[src/design/assert_macros.svh]
// Assertion macros shared by the accumulator execute core RTL.
// Bodies compile away when SYNTHESIS is defined; no other dependencies.
`ifndef ASSERT_MACROS_SVH
`define ASSERT_MACROS_SVH
`ifndef SYNTHESIS
`define ACE_ASSERT_ALWAYS(name, expr, msg) \
    name: assert property (@(posedge aclk) disable iff (!aresetn) (expr)) else $error(msg);
`define ACE_ASSERT_NEXT(name, ante, cons, msg) \
    name: assert property (@(posedge aclk) disable iff (!aresetn) (ante) |=> (cons)) \
        else $error(msg);
`else
`define ACE_ASSERT_ALWAYS(name, expr, msg)
`define ACE_ASSERT_NEXT(name, ante, cons, msg)
`endif
`endif

[src/design/ace_pkg.sv]
// Shared types and constants for the accumulator execute core.
// No dependencies; used by every module of the core except ace_ram.
package ace_pkg;

    localparam int ADDR_BITS_DEF = 16;
    localparam int QDEPTH = 2;
    localparam int RESULT_BITS = 112;

    localparam logic [7:0] OPC_HALT  = 8'h00;
    localparam logic [7:0] OPC_LOAD  = 8'h01;
    localparam logic [7:0] OPC_STORE = 8'h02;
    localparam logic [7:0] OPC_ADD   = 8'h03;
    localparam logic [7:0] OPC_SUB   = 8'h04;
    localparam logic [7:0] OPC_CMP   = 8'h05;
    localparam logic [7:0] OPC_JZ    = 8'h06;
    localparam logic [7:0] OPC_JNZ   = 8'h07;
    localparam logic [7:0] OPC_JMP   = 8'h08;
    localparam logic [7:0] OPC_SWAP  = 8'h09;
    localparam logic [7:0] OPC_INC   = 8'h0A;

    typedef enum logic [3:0] {
        OP_HALT,
        OP_LOAD,
        OP_STORE,
        OP_ADD,
        OP_SUB,
        OP_CMP,
        OP_JZ,
        OP_JNZ,
        OP_JMP,
        OP_SWAP,
        OP_INC,
        OP_BAD,
        OP_PRELOAD
    } op_t;

    typedef struct packed {
        logic [7:0]  high;
        logic [15:0] total;
    } cell_t;

    typedef struct packed {
        op_t         op;
        logic [15:0] operand;
        logic [15:0] load_value;
    } qentry_t;

    typedef struct packed {
        logic    valid;
        qentry_t entry;
    } qhead_t;

    typedef struct packed {
        logic clear_busy;
        logic running;
    } status_t;

    typedef struct packed {
        logic [5:0]  pad;
        logic [15:0] counted_ops;
        logic        bad_opcode;
        logic        is_running;
        logic [7:0]  r_high;
        logic [15:0] r_total;
        logic [7:0]  b_high;
        logic [15:0] b_total;
        logic [7:0]  a_high;
        logic [15:0] a_total;
        logic [15:0] next_pc;
    } result_t;

endpackage

[src/design/ace_front.sv]
// Front end: accepts input transactions, decodes the opcode and queues the item.
// Depends on ace_pkg.
module ace_front (
    input  logic                aclk,
    input  logic                aresetn,
    input  logic                s_tvalid,
    output logic                s_tready,
    input  logic [39:0]         s_tdata,  // opcode[7:0], operand[23:8], load_value[39:24]
    input  logic                s_tuser,  // mode
    input  logic                hold,
    input  logic                pop,
    output ace_pkg::qhead_t     head
);

    localparam int PTR_BITS = (ace_pkg::QDEPTH > 1) ? $clog2(ace_pkg::QDEPTH) : 1;
    localparam int CNT_BITS = $clog2(ace_pkg::QDEPTH + 1);

    ace_pkg::qentry_t      entry_reg [ace_pkg::QDEPTH];
    logic [PTR_BITS-1:0]   wr_ptr_reg;
    logic [PTR_BITS-1:0]   rd_ptr_reg;
    logic [CNT_BITS-1:0]   count_reg;
    logic [CNT_BITS-1:0]   count_next;
    ace_pkg::qentry_t      decoded;
    logic                  push;
    logic                  do_pop;

    always_comb begin
        decoded.operand = s_tdata[23:8];
        decoded.load_value = s_tdata[39:24];
        if (s_tuser) begin
            decoded.op = ace_pkg::OP_PRELOAD;
        end else begin
            case (s_tdata[7:0])
                ace_pkg::OPC_HALT:  decoded.op = ace_pkg::OP_HALT;
                ace_pkg::OPC_LOAD:  decoded.op = ace_pkg::OP_LOAD;
                ace_pkg::OPC_STORE: decoded.op = ace_pkg::OP_STORE;
                ace_pkg::OPC_ADD:   decoded.op = ace_pkg::OP_ADD;
                ace_pkg::OPC_SUB:   decoded.op = ace_pkg::OP_SUB;
                ace_pkg::OPC_CMP:   decoded.op = ace_pkg::OP_CMP;
                ace_pkg::OPC_JZ:    decoded.op = ace_pkg::OP_JZ;
                ace_pkg::OPC_JNZ:   decoded.op = ace_pkg::OP_JNZ;
                ace_pkg::OPC_JMP:   decoded.op = ace_pkg::OP_JMP;
                ace_pkg::OPC_SWAP:  decoded.op = ace_pkg::OP_SWAP;
                ace_pkg::OPC_INC:   decoded.op = ace_pkg::OP_INC;
                default:            decoded.op = ace_pkg::OP_BAD;
            endcase
        end
    end

    assign s_tready = (count_reg != CNT_BITS'(ace_pkg::QDEPTH)) && !hold;
    assign push = s_tvalid && s_tready;
    assign do_pop = pop && (count_reg != '0);

    always_comb begin
        count_next = count_reg;
        if (push && !do_pop) begin
            count_next = count_reg + 1'b1;
        end else if (!push && do_pop) begin
            count_next = count_reg - 1'b1;
        end
    end

    always_ff @(posedge aclk) begin
        if (!aresetn) begin
            wr_ptr_reg <= '0;
            rd_ptr_reg <= '0;
            count_reg <= '0;
        end else begin
            count_reg <= count_next;
            if (push) begin
                wr_ptr_reg <= wr_ptr_reg + 1'b1;
            end
            if (do_pop) begin
                rd_ptr_reg <= rd_ptr_reg + 1'b1;
            end
        end
    end

    always_ff @(posedge aclk) begin
        if (push) begin
            entry_reg[wr_ptr_reg] <= decoded;
        end
    end

    assign head.valid = (count_reg != '0);
    assign head.entry = entry_reg[rd_ptr_reg];

endmodule

[config.mk]
export PLATFORM = sky130hd
export DESIGN_NAME = ace_front
export DESIGN_NICKNAME = d
export VERILOG_FILES = /design/src/design/assert_macros.svh /design/src/design/ace_pkg.sv /design/src/design/ace_front.sv
export SDC_FILE = /design/constraint.sdc
export NUM_CORES = 1
export LEC_CHECK = 0
export BUFFER_PORTS_ARGS = -buffer_cell sky130_fd_sc_hd__buf_2
export CAP_MARGIN = 30
export CELL_PAD_IN_SITES_DETAIL_PLACEMENT = 1
export CELL_PAD_IN_SITES_GLOBAL_PLACEMENT = 2
export CORE_ASPECT_RATIO = 0.6
export CORE_UTILIZATION = 36
export DETAILED_ROUTE_END_ITERATION = 7
export GPL_ROUTABILITY_DRIVEN = 0
export PLACE_DENSITY = 0.85
export SLEW_MARGIN = 20
export SYNTH_ARGS = -nofsm -noshare
export SYNTH_HDL_FRONTEND = slang
export SYNTH_SLANG_ARGS = --single-unit
export TNS_END_PERCENT = 20
[constraint.sdc]
create_clock -name aclk -period 4.2 [get_ports aclk]
set_clock_uncertainty 0.2 [all_clocks]
set_input_delay 0.42 -clock aclk [delete_from_list [all_inputs] [get_ports aclk]]
set_output_delay 0.42 -clock aclk [all_outputs]
set_load 0.02 [all_outputs]
==> results of run 1 <==
==> final cells by class <==
cell class,count,area [µm²],area share [%]
Multi-Input combinational cell,65,608.1,16.40
Clock buffer,14,254.0,6.851
Timing Repair Buffer,84,442.9,11.95
Sequential cell,77,2263,61.05
Clock inverter,2,8.758,0.2362
Tap cell,104,130.1,3.510
==> cell families (layout without fill, tap and decap cells) <==
| group | count (synthesis) | after routing | synth area share (%) |
|---|---|---|---|
| buf+inv | 4 | 100 | 0.6948 |
| compound gates | 8 | 8 | 1.563 |
| fa+ha+maj | 1 | 1 | 0.4341 |
| mux | 37 | 37 | 14.42 |
| simple gates | 16 | 16 | 3.474 |
| xor+xnor | 3 | 3 | 0.9120 |
| flops | 77 | 77 | 78.51 |
==> power by group through the flow <==
stage	combinational (mW)	clock (mW)	sequential, mW
3_3_place_gp	0.518	0	1.01
3_5_place_dp	0.538	0	1.02
6_report	0.533	0.684	0.996
5_1_grt	0.572	0.730	1.01
2_1_floorplan	0.405	0	0.954
4_1_cts	0.542	0.701	1.00
==> worst paths after layout <==
path                start          endpoint
max             flip-flop           head[9]
min           s_tdata[36]  entry_reg[0][12]
max reg2reg  count_reg[0]  entry_reg[1][20]
min reg2reg  count_reg[1]      count_reg[1]
==> placed cells by master (no fill, tap or decap), drive strengths merged, types with 2 or more instances in the layout <==
cell	n
buf	84
nor2b	2
or3	2
edfxtp	72
o21ai	2
clkinv	2
a21oi	4
mux2	36
xnor2	2
clkbuf	14
and2	4
nor2	2
dfxtp	5
==> worst max-delay path: cells and delay by family (launching register included) <==
kind     cells  cell delay (ps)
buf+inv      1              160
mux          1              440
flops        1              900
==> stage by stage <==
stage                     instance area, µm²  setup WS (ps)  util [%]  total power, mW
after global placement                  3417           1829     45.52            1.527
after CTS                               3707           1696     49.38            2.243
after floorplan                         2882           1182         -            1.360
final                                   3707           1741     49.38            2.214
after detailed placement                3445           1893     45.88            1.554
after global routing                    3707           1604     49.38            2.314
==> metal layers <==
layer / up-vias / global-route usage (%) / share of wire, %
met5: - / 0 / 0
met4: 0 / 5.983 / 0.96
met3: 10 / 6.768 / 6.3
met2: 56 / 25.90 / 49
met1: 772 / 18.72 / 44
li1: 754 / - / -
==> impl_metrics.ini, run 1 <==
[floorplan]
fp.dieW_um = 117.5
ios = 84
die_h_um = 71.30
dieArea_um2 = 8378
rows = 24
core_region_area_um2 = 7507
initial_utilization_pct = 38.38

[power]
switchingPower_uw = 634.3
power_leakage_nw = 1.374
intPower_mw = 1.579
max-vdd-ir-drop_v = 0.0002946
combPwrFrac_pct = 24.1
pwr-share-seq_pct = 45.0
p_sw_share_pct = 28.65
power_density_nw_per_um2 = 597.1
p_clk_share_pct = 30.9

[worst_setup_path]
crit_chain = mux2_2, buf_2
crit_type = reg -> out
cp.arrival_ps = 1840
critPathCaptureType = output pin
slowest_stage = dfxtp_2
required_ps = 3580
critPathMaxStageDelay_ps = 900
reg2reg_depth = 3
regToRegSetupSlack_ps = 1990
start_kind = flip-flop
crit_fanout = 36

[global_routing]
grt_max_degree = 37
grt_pass1_vias = 1741
grt_antenna_before_repair = 0
track_usage_pct = 15.78
gr-total-overflow = 0
grt_first_pass_wirelength_um = 9494

[route]
drt-total-wl_um = 5922
drtIter0Drc = 75
wl_per_cell_um = 17.12
vias_per_cell = 4.601
dr.pass1.iters = 4
drtAntennaViolNets = 0
drc = 0
via_count = 1592

[clock_tree]
cts_resized = 0
postCtsSetupBuffers = 0
clk_latency_ps = 330
cts_root_buf = clkbuf_16
cts_sinks = 77
clockBufferDepth = 2
htree_levels = 3
clk_pin_slew_ps = 50
postCtsHoldBufs = 0
cts_tree = done
cts_buffers = 9

[logic_synthesis]
yosys_warnings = 0
postSynth.asyncResetShare_pct = 0
yosys.cell_types.count = 22
synth_edf_count = 72
netlist.area_leader.share_pct = 75.03
avgSynthCellArea_um2 = 19.74
syn_inst = 146
yosysMostFrequentCell = edfxtp_1
synth.largest_area_cell = edfxtp_1
netlist_top_cells_count = 72 x edfxtp_1, 36 x mux2_2, 5 x dfxtp_1
ys.flop_type = edfxtp_1
synth_area_leaders = edfxtp_1 75%, mux2_2 14%, dfxtp_1 3.5%
ys_seq_area_share_pct = 78.51
synth.net_count = 193
synth.cell_area_um2 = 2882
ys_ff_latch = 77

[layout]
layout.nets = 284
fillers = 734
stdcell_count = 346
syn_to_final_growth_pct = 28.66
drive_gt1_share_pct = 56.20
antenna_cells = 0
largest_reg_flops = 72

[sta]
final_hold_viol_count = 0
period_share_pct = 58.54
max_slew_margin_pct = 39.59
rsz0062_at_grt = false
slew_viol_final = 0
period_needed_ps = 2459
setup_viol = 0
timing.hold.ws_ps = 77.26
max_freq_mhz = 406.7
tightest_slew_ps = 906.2
tns_ps = 0

[place]
dp_cells = 330
io_buffers = 83

[flow_run]
drv_cap = 0

[run_status]
outcome = complete, no violations

[hold_path]
hp-class = in -> reg
hold_path_depth = 1
No activity file was read; power rests on OpenSTA's default activity.
==> inputs of run 2 (changes only) <==
--- a/config.mk
+++ b/config.mk
@@ -5,15 +5,16 @@
 export SDC_FILE = /design/constraint.sdc
 export NUM_CORES = 1
 export LEC_CHECK = 0
+export ABC_AREA = 1
 export BUFFER_PORTS_ARGS = -buffer_cell sky130_fd_sc_hd__buf_2
 export CAP_MARGIN = 30
 export CELL_PAD_IN_SITES_DETAIL_PLACEMENT = 1
 export CELL_PAD_IN_SITES_GLOBAL_PLACEMENT = 2
 export CORE_ASPECT_RATIO = 0.6
-export CORE_UTILIZATION = 36
+export CORE_UTILIZATION = 37
 export DETAILED_ROUTE_END_ITERATION = 7
 export GPL_ROUTABILITY_DRIVEN = 0
-export PLACE_DENSITY = 0.85
+export PLACE_DENSITY = 0.86
 export SLEW_MARGIN = 20
 export SYNTH_ARGS = -nofsm -noshare
 export SYNTH_HDL_FRONTEND = slang
==> constraint.sdc (replaced) <==
create_clock -name aclk -period 2.4 [get_ports aclk]
set_clock_uncertainty 0.2 [all_clocks]
set_input_delay 0.24 -clock aclk [delete_from_list [all_inputs] [get_ports aclk]]
set_output_delay 0.24 -clock aclk [all_outputs]
set_load 0.02 [all_outputs]
==> impl_metrics.ini, run 2 <==
[run_status]
outcome = complete, no violations

[place]
dp_cells = 358
dpl_cell_area_um2 = 3596
pre_cts_ws_ps = 656.1
hpwl_um = 3912
io_buffers = 83

[logic_synthesis]
ys_seq_area_share_pct = 73.86
synth_xor_area_share_pct = 0
ys_ff_latch = 77
yosys.cell_types.count = 16
synth_area_leaders = edfxtp_1 71%, mux2_4 15%, dfxtp_1 3.3%
netlist_top_cells_count = 72 x edfxtp_1, 30 x mux2_4, 14 x nand2_1
yosys_warnings = 0
yosys.area_share.adder_pct = 0.4085
netlist.area_leader.share_pct = 70.59
synth_simple_gate_area_share_pct = 3.554
yosysMostFrequentCell = edfxtp_1
synth_top_family_by_area = multiplexers
ys.flop_type = edfxtp_1
synthMuxAreaShare_pct = 16.91
synth_compound_area_share_pct = 1.471
postSynth.asyncResetShare_pct = 0
synth.largest_area_cell = edfxtp_1
synth.net_count = 212
avgSynthCellArea_um2 = 18.56
syn_inst = 165
synth.cell_area_um2 = 3063
synth_edf_count = 72

[worst_setup_path]
critPathMaxStageDelay_ps = 380
crit_fanout = 20
reg2reg_depth = 10
cp.arrival_ps = 1520
required_ps = 1960
crit_chain = buf_4, mux2_2, buf_2
slowest_stage = mux2_2
cpLargestDelayFamily = buffers and inverters
start_kind = flip-flop
crit_buf_inv = 2
cp.depth = 3
critPathCaptureType = output pin
regToRegSetupSlack_ps = 670
crit_type = reg -> out

[floorplan]
core_region_area_um2 = 7945
dieArea_um2 = 8658
initial_utilization_pct = 38.55
fp.dieW_um = 119.5
rows = 25
die_h_um = 72.48
ios = 84

[sta]
timing.hold.ws_ps = 42.99
setup_ws_ps = 440.0
max_slew_margin_pct = 74.88
rsz0062_at_grt = false
slew_viol_final = 0
setup_viol = 0
period_needed_ps = 1960
final_hold_viol_count = 0
max_freq_mhz = 510.2
tightest_slew_ps = 376.7
period_share_pct = 81.67
tns_ps = 0

[clock_tree]
clk_pin_slew_ps = 50
cts_root_buf = clkbuf_16
cts_tree = done
clk_latency_ps = 320
postCtsHoldBufs = 33
cts_buffers = 9
cts_sinks = 77
htree_levels = 3
postCtsSetupBuffers = 0
cts_resized = 0
clockBufferDepth = 2

[power]
finalPower_mw = 3.626
max-vdd-ir-drop_v = 0.0004552
power_leakage_nw = 1.700
power_density_nw_per_um2 = 861.3

[hold_path]
hp-class = in -> reg
hold_path_depth = 2

[global_routing]
grt_first_pass_wirelength_um = 9218
track_usage_pct = 14.62
grt_antenna_before_repair = 0
grt_max_degree = 23
grt_pass1_vias = 1885
gr-total-overflow = 0

[route]
drtIter0Drc = 52
drtAntennaViolNets = 0
dr.pass1.iters = 4
via_count = 1780
wl_per_cell_um = 14.40
vias_per_cell = 4.373
drt-total-wl_um = 5859
drc = 0

[layout]
layout_common_cells = 83 x buf_2, 72 x edfxtp_1, 33 x dlygate4sd3_1
largest_reg_flops = 72
fin_util_pct = 52.99
stdcell_count = 407
syn_to_final_growth_pct = 37.46
final_common_cell = buf_2
drive_gt1_share_pct = 46.82
stdcell_area_um2 = 4210
layout.nets = 341
antenna_cells = 0

[flow_run]
drv_cap = 0
==> run 2: cell families (layout without fill, tap and decap cells) <==
family,count (synthesis),after routing
multiplexers,36,36
buffers and inverters,16,150
adder cells (fa/ha/maj),1,1
AND/OR/NAND/NOR,27,27
AO/OA/AOI/OAI,8,8
flip-flops,77,77
==> run 2: worst paths after layout <==
check / startpoint / to
setup / recovery: flip-flop / head[19]
hold / removal: s_tuser / entry_reg[1][32]
setup reg to reg: count_reg[0] / count_reg[1]
hold reg to reg: rd_ptr_reg / flip-flop
==> run 2: final cells by class <==
cell class                 count  area, µm²
fill                         794       3735
clock buffer                  11      232.7
timing repair buffer         122      790.8
inverter                      12      45.04
multi-input combinational     72      691.9
tap                          108      135.1
sequential                    77       2263
clock inverter                 5      51.30
==> run 2: routing by layer <==
| metal | vias to the layer above | wire [µm] | track usage, % |
|---|---|---|---|
| met2 | 59 | 2902 | 24.21 |
| met4 | 0 | 61 | 5.833 |
| met3 | 6 | 353 | 5.896 |
| li1 | 870 | - | - |
| met1 | 845 | 2541 | 17.22 |
| met5 | - | 0 | 0 |
==> run 2: power breakdown <==
group | internal, mW | total [mW] | switching (mW) | leakage (nW)
combinational | 0.349 | 0.758 | 0.409 | 0.865
clock | 0.797 | 1.27 | 0.471 | 0.137
sequential | 1.57 | 1.60 | 0.0322 | 0.698
total | 2.71 | 3.63 | 0.913 | 1.70
